--- src/sv/ihds_pkg.sv ---
// package for the image header dimension sniffer
// file kind codes, magic bytes, marker bytes and field offsets; no dependencies
package ihds_pkg;

  typedef enum logic [2:0] {
    KindUnknown = 3'd0,
    KindJpeg    = 3'd1,
    KindBmp     = 3'd2,
    KindPng     = 3'd3,
    KindGif     = 3'd4
  } kind_e;

  localparam int unsigned WinDepth = 12;
  localparam logic [3:0]  PosMax   = 4'd15;

  // first bytes of each kind
  localparam logic [7:0] JpegMagic0 = 8'hFF;
  localparam logic [7:0] JpegMagic1 = 8'hD8;
  localparam logic [7:0] JpegMagic2 = 8'hFF;
  localparam logic [7:0] BmpMagic0  = 8'h42;
  localparam logic [7:0] BmpMagic1  = 8'h4D;
  localparam logic [7:0] GifMagic0  = 8'h47;
  localparam logic [7:0] GifMagic1  = 8'h49;
  localparam logic [7:0] GifMagic2  = 8'h46;
  localparam logic [7:0] GifMagic3  = 8'h38;
  localparam logic [7:0] PngMagic0  = 8'h89;
  localparam logic [7:0] PngMagic1  = 8'h50;
  localparam logic [7:0] PngMagic2  = 8'h4E;
  localparam logic [7:0] PngMagic3  = 8'h47;

  // two-byte dimension markers
  localparam logic [7:0] JpegMark0 = 8'hFF;
  localparam logic [7:0] JpegMark1 = 8'hC0;
  localparam logic [7:0] BmpMark0  = 8'h28;
  localparam logic [7:0] BmpMark1  = 8'h00;
  localparam logic [7:0] PngMark0  = 8'h49;
  localparam logic [7:0] PngMark1  = 8'h48;
  localparam logic [7:0] GifMark0  = 8'h00;
  localparam logic [7:0] GifMark1  = 8'h2C;

  // smallest byte index at which the last field byte can arrive
  localparam logic [3:0] JpegMinPos = 4'd8;
  localparam logic [3:0] BmpMinPos  = 4'd11;
  localparam logic [3:0] PngMinPos  = 4'd11;
  localparam logic [3:0] GifMinPos  = 4'd9;

endpackage

--- src/sv/image_header_dimension_sniffer_core.sv ---
// image header dimension sniffer, top level
// uses ihds_pkg for kind codes and magic and marker bytes
// Takes one file byte per beat and accepts a new beat in every cycle: a byte
// is classified and scanned combinationally between the input beat and the
// result register, against a twelve-byte window of the newest bytes. The
// result beat (kind, found flag, width, height) is registered in the cycle after
// the beat flagged end_of_file, and the next byte starts a new file. Input is
// held off only while a result waits to be taken and the output side stalls.
module image_header_dimension_sniffer_core (
  input  logic        clk_i,
  input  logic        rst_ni,
  input  logic        in_valid_i,
  output logic        in_ready_o,
  input  logic [7:0]  data_byte_i,
  input  logic        end_of_file_i,
  output logic        out_valid_o,
  input  logic        out_ready_i,
  output logic [2:0]  file_kind_o,
  output logic        size_found_o,
  output logic [31:0] image_width_o,
  output logic [31:0] image_height_o
);

  localparam int unsigned HistDepth = ihds_pkg::WinDepth - 1;

  logic [3:0]      pos_q, pos_d;
  ihds_pkg::kind_e kind_q, kind_d;
  logic            found_q, found_d;
  logic [31:0]     width_q, width_d;
  logic [31:0]     height_q, height_d;
  logic [7:0]      hist_q [HistDepth];
  logic [7:0]      win [ihds_pkg::WinDepth];

  logic            out_valid_q;
  ihds_pkg::kind_e out_kind_q;
  logic            out_found_q;
  logic [31:0]     out_width_q, out_height_q;

  logic            accept;
  logic [7:0]      b0, b1, b2, b3;
  logic [3:1]      pres;
  ihds_pkg::kind_e class_kind;
  logic            hit;
  logic [31:0]     cap_w, cap_h;

  assign in_ready_o = !out_valid_q || out_ready_i;
  assign accept     = in_valid_i && in_ready_o;

  always_comb begin
    win[0] = data_byte_i;
    for (int k = 1; k < ihds_pkg::WinDepth; k++) begin
      win[k] = hist_q[k-1];
    end
  end

  // file bytes 0..3 as seen from the current index
  always_comb begin
    b0 = win[0];
    b1 = 8'h00;
    b2 = 8'h00;
    b3 = 8'h00;
    case (pos_q[1:0])
      2'd0: begin
        pres = 3'b000;
      end
      2'd1: begin
        b0 = win[1]; b1 = win[0];
        pres = 3'b001;
      end
      2'd2: begin
        b0 = win[2]; b1 = win[1]; b2 = win[0];
        pres = 3'b011;
      end
      default: begin
        b0 = win[3]; b1 = win[2]; b2 = win[1]; b3 = win[0];
        pres = 3'b111;
      end
    endcase
  end

  always_comb begin
    if (pres[2] && b0 == ihds_pkg::JpegMagic0 && b1 == ihds_pkg::JpegMagic1 &&
        b2 == ihds_pkg::JpegMagic2) begin
      class_kind = ihds_pkg::KindJpeg;
    end else if (pres[1] && b0 == ihds_pkg::BmpMagic0 && b1 == ihds_pkg::BmpMagic1) begin
      class_kind = ihds_pkg::KindBmp;
    end else if (pres[3] && b0 == ihds_pkg::GifMagic0 && b1 == ihds_pkg::GifMagic1 &&
                 b2 == ihds_pkg::GifMagic2 && b3 == ihds_pkg::GifMagic3) begin
      class_kind = ihds_pkg::KindGif;
    end else if (pres[3] && b0 == ihds_pkg::PngMagic0 && b1 == ihds_pkg::PngMagic1 &&
                 b2 == ihds_pkg::PngMagic2 && b3 == ihds_pkg::PngMagic3) begin
      class_kind = ihds_pkg::KindPng;
    end else begin
      class_kind = ihds_pkg::KindUnknown;
    end
  end

  always_comb begin
    kind_d = kind_q;
    if (pos_q == 4'd3 || (end_of_file_i && pos_q < 4'd3)) begin
      kind_d = class_kind;
    end
  end

  // marker search on the window
  always_comb begin
    hit   = 1'b0;
    cap_w = '0;
    cap_h = '0;
    case (kind_d)
      ihds_pkg::KindJpeg: begin
        hit   = pos_q >= ihds_pkg::JpegMinPos && win[8] == ihds_pkg::JpegMark0 &&
                win[7] == ihds_pkg::JpegMark1;
        cap_w = {16'h0000, win[1], win[0]};
        cap_h = {16'h0000, win[3], win[2]};
      end
      ihds_pkg::KindBmp: begin
        hit   = pos_q >= ihds_pkg::BmpMinPos && win[11] == ihds_pkg::BmpMark0 &&
                win[10] == ihds_pkg::BmpMark1;
        cap_w = {win[4], win[5], win[6], win[7]};
        cap_h = {win[0], win[1], win[2], win[3]};
      end
      ihds_pkg::KindPng: begin
        hit   = pos_q >= ihds_pkg::PngMinPos && win[11] == ihds_pkg::PngMark0 &&
                win[10] == ihds_pkg::PngMark1;
        cap_w = {win[7], win[6], win[5], win[4]};
        cap_h = {win[3], win[2], win[1], win[0]};
      end
      ihds_pkg::KindGif: begin
        hit   = pos_q >= ihds_pkg::GifMinPos && win[9] == ihds_pkg::GifMark0 &&
                win[8] == ihds_pkg::GifMark1;
        cap_w = {16'h0000, win[2], win[3]};
        cap_h = {16'h0000, win[0], win[1]};
      end
      default: begin
        hit = 1'b0;
      end
    endcase
  end

  always_comb begin
    found_d  = found_q;
    width_d  = width_q;
    height_d = height_q;
    if (!found_q && hit) begin
      found_d  = 1'b1;
      width_d  = cap_w;
      height_d = cap_h;
    end
    pos_d = (pos_q < ihds_pkg::PosMax) ? pos_q + 4'd1 : pos_q;
  end

  always_ff @(posedge clk_i or negedge rst_ni) begin
    if (!rst_ni) begin
      pos_q       <= '0;
      kind_q      <= ihds_pkg::KindUnknown;
      found_q     <= 1'b0;
      out_valid_q <= 1'b0;
    end else begin
      if (accept) begin
        if (end_of_file_i) begin
          pos_q   <= '0;
          kind_q  <= ihds_pkg::KindUnknown;
          found_q <= 1'b0;
        end else begin
          pos_q   <= pos_d;
          kind_q  <= kind_d;
          found_q <= found_d;
        end
      end
      if (accept && end_of_file_i) begin
        out_valid_q <= 1'b1;
      end else if (out_ready_i) begin
        out_valid_q <= 1'b0;
      end
    end
  end

  always_ff @(posedge clk_i) begin
    if (accept) begin
      for (int k = 0; k < HistDepth; k++) begin
        hist_q[k] <= win[k];
      end
      width_q  <= width_d;
      height_q <= height_d;
      if (end_of_file_i) begin
        out_kind_q   <= kind_d;
        out_found_q  <= found_d;
        out_width_q  <= found_d ? width_d : '0;
        out_height_q <= found_d ? height_d : '0;
      end
    end
  end

  assign out_valid_o    = out_valid_q;
  assign file_kind_o    = out_kind_q;
  assign size_found_o   = out_found_q;
  assign image_width_o  = out_width_q;
  assign image_height_o = out_height_q;

endmodule

--- config.mk ---
export PLATFORM = sky130hd
export DESIGN_NAME = image_header_dimension_sniffer_core
export DESIGN_NICKNAME = d
export VERILOG_FILES = /design/src/sv/ihds_pkg.sv /design/src/sv/image_header_dimension_sniffer_core.sv
export SDC_FILE = /design/constraint.sdc
export NUM_CORES = 1
export LEC_CHECK = 0
export BUFFER_PORTS_ARGS = -buffer_cell sky130_fd_sc_hd__buf_2
export CORE_AREA = 3 3 139 141
export CTS_CLUSTER_DIAMETER = 80
export DETAILED_ROUTE_END_ITERATION = 8
export DIE_AREA = 0 0 142 144
export PLACE_DENSITY = 0.79
export SKIP_CTS_REPAIR_TIMING = 1
export SYNTH_ARGS = -nofsm -noshare
export SYNTH_HDL_FRONTEND = slang
export SYNTH_SLANG_ARGS = --single-unit
--- constraint.sdc ---
create_clock -name clk_i -period 7.4 [get_ports clk_i]
set_input_delay 1.48 -clock clk_i [delete_from_list [all_inputs] [get_ports clk_i]]
set_output_delay 1.48 -clock clk_i [all_outputs]
set_load 0.03 [all_outputs]
## Word level (Yosys, flattened, before mapping)

Memories as Yosys holds them, arrays and structs flattened.
Index checks and enable logic that the tools add are counted.

| cells by class | value |
|---|---|
| $add $sub $neg | 1 |
| magnitude comparators | 5 |
| eq/ne operators | 26 |
| muxes and demuxes | 24 |
| reductions and logical operators | 38 |

Operator list:

| cell | count |
|---|---|
| case mux 32 bit (4 select lines) | 2 |
| == test 8 x 7 -> 1 bit (second input constant) | 10 |
| two-way mux 32 bit | 2 |
| == test 8 bit (second input constant) | 6 |
| case mux 8 bit (3 select lines) | 2 |
| logical AND 1 bit | 25 |
| == test 8 x 6 -> 1 bit (second input constant) | 3 |
| logical NOT 8 bit | 2 |
| case mux 8 bit (2 select lines) | 1 |
| two-way mux 3 bit | 5 |
| greater-or-equal comparator 4 bit (second input constant) | 3 |
| case mux 3 bit (3 select lines) | 1 |
| two-way mux 4 bit | 2 |
| two-way mux 8 bit | 1 |
| == test 3 x 2 -> 1 bit (second input constant) | 2 |
| two-way mux 1 bit | 6 |
| adder 4 x 1 -> 4 bit (second input constant) | 1 |
| == test 4 x 2 -> 1 bit (second input constant) | 1 |
| less-than comparator 4 x 2 -> 1 bit (second input constant) | 1 |
| less-than comparator 4 bit (second input constant) | 1 |
| case mux 1 bit (4 select lines) | 1 |
| AND reduction 2 bit | 2 |
| nonzero test 2 bit | 2 |
| == test 3 x 1 -> 1 bit (second input constant) | 1 |
| other kinds (9) | 11 |

| word-level totals | value |
|---|---|
| register bits | 141 |
| memory bits (writable) | 88 |
| input port bits | 13 |
| output and inout port bits | 70 |
| logic and storage cells | 105 |
| memories kept | 1 |

Memories:

| name | depth | bits a word | rd ports | clocked after Yosys merged registers in | write ports | line | text |
|---|---|---|---|---|---|---|---|
| hist_q | 11 | 8 | 11 | 0 | 11 | image_header_dimension_sniffer_core.sv:31 | `logic [7:0] hist_q [HistDepth];` |

## Logic depth before layout (Yosys ltp)

| depth | value |
|---|---|
| depth in word-level cells | 17 |
| mapped depth | 15 |
| depth with buffers taken out | 11 |

## Worst setup path after synthesis

OpenSTA, ideal clock, no wires.

| path | value |
|---|---|
| kind | input -> register |
| from | in out_ready_i |
| to | reg out_kind_q[0], in the netlist file_kind_o[0] (enable) |
| setup time | 0.423 ns |
| data arrival time | 6.753 ns |
| data required time | 6.977 ns |
| setup slack | 0.225 ns |
| stages | 5 |
| buffers on the path | 0 |
| cells stage by stage | nand2b_1 > nand2_1 > inv_1 > nand2_1 > inv_1 |

| between the ends | value |
|---|---|
| cells in the longest elaborated chain, start to end | 3 |

RTL lines:

| element | line | text |
|---|---|---|
| start: declaration | image_header_dimension_sniffer_core.sv:17 | `input logic out_ready_i,` |
| logical OR 1 bit | image_header_dimension_sniffer_core.sv:46 | `assign in_ready_o = !out_valid_q \|\| out_ready_i;` |
| logical AND 1 bit | image_header_dimension_sniffer_core.sv:47 | `assign accept = in_valid_i && in_ready_o;` |
| named net accept | image_header_dimension_sniffer_core.sv:39 | `logic accept;` |
| AND reduction 2 bit (no source line) | -- |  |
| end signal: assignment | image_header_dimension_sniffer_core.sv:187 | `out_kind_q <= kind_d;` |
| end: declaration | image_header_dimension_sniffer_core.sv:35 | `ihds_pkg::kind_e out_kind_q;` |

The timed path passes the listed nets, and every way through them passes these cells.
A chain may end at the register's enable or synchronous reset.

## Final worst setup path

| path | value |
|---|---|
| from | reg pos_q[0] |
| to | reg height_q[20] (data pin) |

| between the ends | value |
|---|---|
| cells in the longest elaborated chain, start to end | 16 |
| elaborated cells on any way between the ends | 64 |
| classes of those cells | order compare: 4; eq/ne: 20; mux: 13; reduce/logical: 27 |

RTL lines:

| element | line | text |
|---|---|---|
| start: declaration | image_header_dimension_sniffer_core.sv:26 | `logic [3:0] pos_q, pos_d;` |
| start signal: assignment | image_header_dimension_sniffer_core.sv:166 | `pos_q <= pos_d;` |
| == test 2 bit, or another cell as far along | image_header_dimension_sniffer_core.sv:62 | `case (pos_q[1:0])` |
| case mux 8 bit (3 select lines) | image_header_dimension_sniffer_core.sv:62 |  |
| == test 8 bit | image_header_dimension_sniffer_core.sv:90 | `end else if (pres[3] && b0 == ihds_pkg::PngMagic0 && b1 == ihds_pkg::PngMagic1 &&` |
| logical AND 1 bit (3 in series) | image_header_dimension_sniffer_core.sv:90 |  |
| logical AND 1 bit | image_header_dimension_sniffer_core.sv:91 | `b2 == ihds_pkg::PngMagic2 && b3 == ihds_pkg::PngMagic3) begin` |
| two-way mux 2 bit | image_header_dimension_sniffer_core.sv:90 |  |
| two-way mux 3 bit | image_header_dimension_sniffer_core.sv:87 | `end else if (pres[3] && b0 == ihds_pkg::GifMagic0 && b1 == ihds_pkg::GifMagic1 &&` |
| two-way mux 3 bit | image_header_dimension_sniffer_core.sv:85 | `end else if (pres[1] && b0 == ihds_pkg::BmpMagic0 && b1 == ihds_pkg::BmpMagic1) begin` |
| two-way mux 3 bit | image_header_dimension_sniffer_core.sv:82 | `if (pres[2] && b0 == ihds_pkg::JpegMagic0 && b1 == ihds_pkg::JpegMagic1 &&` |
| two-way mux 3 bit | image_header_dimension_sniffer_core.sv:100 | `if (pos_q == 4'd3 \|\| (end_of_file_i && pos_q < 4'd3)) begin` |
| == test 3 bit, or another cell as far along | image_header_dimension_sniffer_core.sv:110 | `case (kind_d)` |
| case mux 1 bit (4 select lines) | image_header_dimension_sniffer_core.sv:110 |  |
| logical AND 1 bit | image_header_dimension_sniffer_core.sv:145 | `if (!found_q && hit) begin` |
| two-way mux 32 bit (*) | image_header_dimension_sniffer_core.sv:145 |  |
| named net height_d[20] | image_header_dimension_sniffer_core.sv:30 | `logic [31:0] height_q, height_d;` |
| end signal: assignment | image_header_dimension_sniffer_core.sv:185 | `height_q <= height_d;` |
| end: declaration | image_header_dimension_sniffer_core.sv:30 |  |

Mark *: on every way through the listed nets, which the timed path passes. The rest lies on a longest branch.

==> run metrics <==
First DRT Iteration DRCs 1231; final worst-path cycle share 70.29%; Seq cells post-synth 229; WP data arrival 5.53 ns; ANT cells 0; Post-synth top cells edfxtp_1, a21oi_1, o21ai_0; critical-path maximum fanout 43; asr flop ratio synth 3.930%; DR vias/cell 6.898; GP Congestion 0.9284; area of the core 18090 sq um; CP top delay family compound AO/OA/AOI/OAI gates; Non-Filler Instances 1210; outcome finished clean; Syn-to-layout area delta 11.87%; top_reg_cell synth edfxtp_1; global-route wire length before repair 43.32 mm; crit path cell chain inv_1 -> ha_1 -> a22oi_1 -> a2bb2oi_1 -> nand2_1 -> nor3b_1 -> a211o_1 -> nand4_1 -> o2111ai_4 -> nand2_2 -> o21ai_0; Max-Cap Viols 0; setup TNS 0 ns; Setup crit end kind flop; CTS tree built; CP max stage cell a211o_1; worst hold slack 0.4487 ns; worst slew pin tran 1.257 ns; total gr overflow 0; Die Span Y 144 um; clk slew on worst S/H paths 0.06 ns; placed cell count 1166; DRC errors left 0; register area share after synthesis 62.56%; hpwl dp 17.83 mm; kind of critical path flop to flop; post-layout instance area 12220 sq um; die area 20450 sq um; Total GRT Usage 26.90%; DP Area 11340 sq um; worst vdd ir 191.0 uV; H-tree levels 1; vias in the first global route 7703; fin nets 982; antenna-violating nets left 0; pwr dens 275.6 nW/um^2; synth unique cells 64; worst path bufs/invs 1; Site Rows 49; port buffer count 82; share of layout cells above drive strength 1 17.02%; largest net degree at the start of global routing 90; starting density of the core 60.38%; EDFF count, synth 220; max incr delay on CP 0.73 ns; cts bufs inserted 24; Syn Area/Cell 11.79 sq um; Final Max Slew Viols 0; HP Class flop to flop; Synth Net Count 945; Fin Clk Skew 0.009031 ns; Syn Inst Count 926; Slew headroom 16.09%; CP required 7.73 ns; clk buf depth 3; Horiz. Die Dim 142 um; fmax 192.3 MHz; Clock Latency Late Sink 0.51 ns; Syn. warnings 0; Synth area leader edfxtp_1; final setup vio count 0; DRT Pass-1 Iters 6; Syn Std Cell Area 10920 sq um; I/O pin count 83; Critical Path Start Type flop; CTS Sinks 229; WL/cell 23.08 um; top cell type's share of synthesized area 60.49%; clk root buf clkbuf_16; most frequent cell after synthesis edfxtp_1; Synth area leaders edfxtp_1, a21oi_1, o21ai_0; RSZ-0062 raised after global routing no; Leak 4.229 nW; Final Critical Period 5.201 ns; initial antenna violation count 0; Vias 8346; final wirelength 27.93 mm; Hold Fails Final Rpt 0
[metrics by stage]
stage,power [W],util (%),setup WS [ns]
after floorplan,0.001927,-,0.2246
after global routing,0.003469,67.55,1.740
after CTS,0.003359,67.55,2.265
after detailed placement,0.002071,62.70,1.737
final,0.003367,67.55,2.199
after global placement,0.002065,62.70,1.896
[registers in the layout (all words and copies together) (netlist names), 3 cells and up]
register	count
pos_q	4
image_width_o	32
width_q	32
kind_q	3
hist_q	88
height_q	32
image_height_o	32
file_kind_o	3
[layout by cell type (no fill, tap or decap), types with 5 or more instances in the layout]
cell	n
edfxtp_1	220
a21oi_1	90
o21ai_0	89
buf_2	82
nand2_1	52
nor2_1	45
nor3_1	42
a22oi_1	38
nand3_1	25
clkbuf_16	25
a211oi_1	23
a21o_1	22
o31ai_1	21
a221oi_1	16
o21ai_1	15
a221o_1	14
buf_4	14
nand4_1	11
a21oi_2	9
inv_1	8
dfrtp_1	8
nor2b_1	7
nor4_1	7
ha_1	6
o21a_1	5
clkbuf_8	5
[cell type report]
| class | count | area, sq um |
|---|---|---|
| fill | 1269 | 5869 |
| clock inverter | 12 | 173.9 |
| multi-input combinational | 601 | 3657 |
| inverter | 11 | 46.29 |
| clock buffer | 32 | 701.9 |
| sequential | 229 | 6835 |
| timing repair buffer | 96 | 515.5 |
| tap | 229 | 286.5 |
[layer usage]
layer / part of all wire, % / GRT usage, %
met1: 41 / 39.18
met2: 45 / 41.14
met3: 11 / 6.052
met4: 3.0 / 7.879
met5: 0 / 0
[final timing paths]
check | cells after the start | slack, ns | from | end
min in group asynchronous | 1 | 0.81 | rst_ni | out_valid_o
min | 0 | 0.45 | hist_q[9][1] | hist_q[10][1]
max | 11 | 2.20 | pos_q[0] | height_q[20]
max in group asynchronous | 1 | 6.38 | rst_ni | found_q
max reg2reg | 11 | 2.20 | pos_q[0] | height_q[20]
min reg2reg | 0 | 0.45 | hist_q[9][1] | hist_q[10][1]
[report_power, final]
group          leakage, nW  internal, W  switching [W]
Sequential            2.24      0.00152      0.0000725
Clock                0.427     0.000809       0.000493
Combinational         1.56     0.000137       0.000338
Total                 4.23      0.00246       0.000903
[cell families after synthesis]
kind of cell,share of synthesized area [%]
and+or+nand+nor,10.46
DFF,62.56
adders and majority gates,0.6874
AOI/OAI and AO/OA,22.15
buffers and inverters,4.056
muxes,0.09166
[worst register-to-register path: cells and delay by family, from the launching register on]
kind / cells / cell delay (ns)
flip-flops: 1 / 0.46
adder cells (fa/ha/maj): 1 / 0.65
AO/OA/AOI/OAI: 5 / 2.33
buffers and inverters: 1 / 0.14
AND/OR/NAND/NOR: 4 / 1.44
No activity file was read; power rests on OpenSTA's default activity.
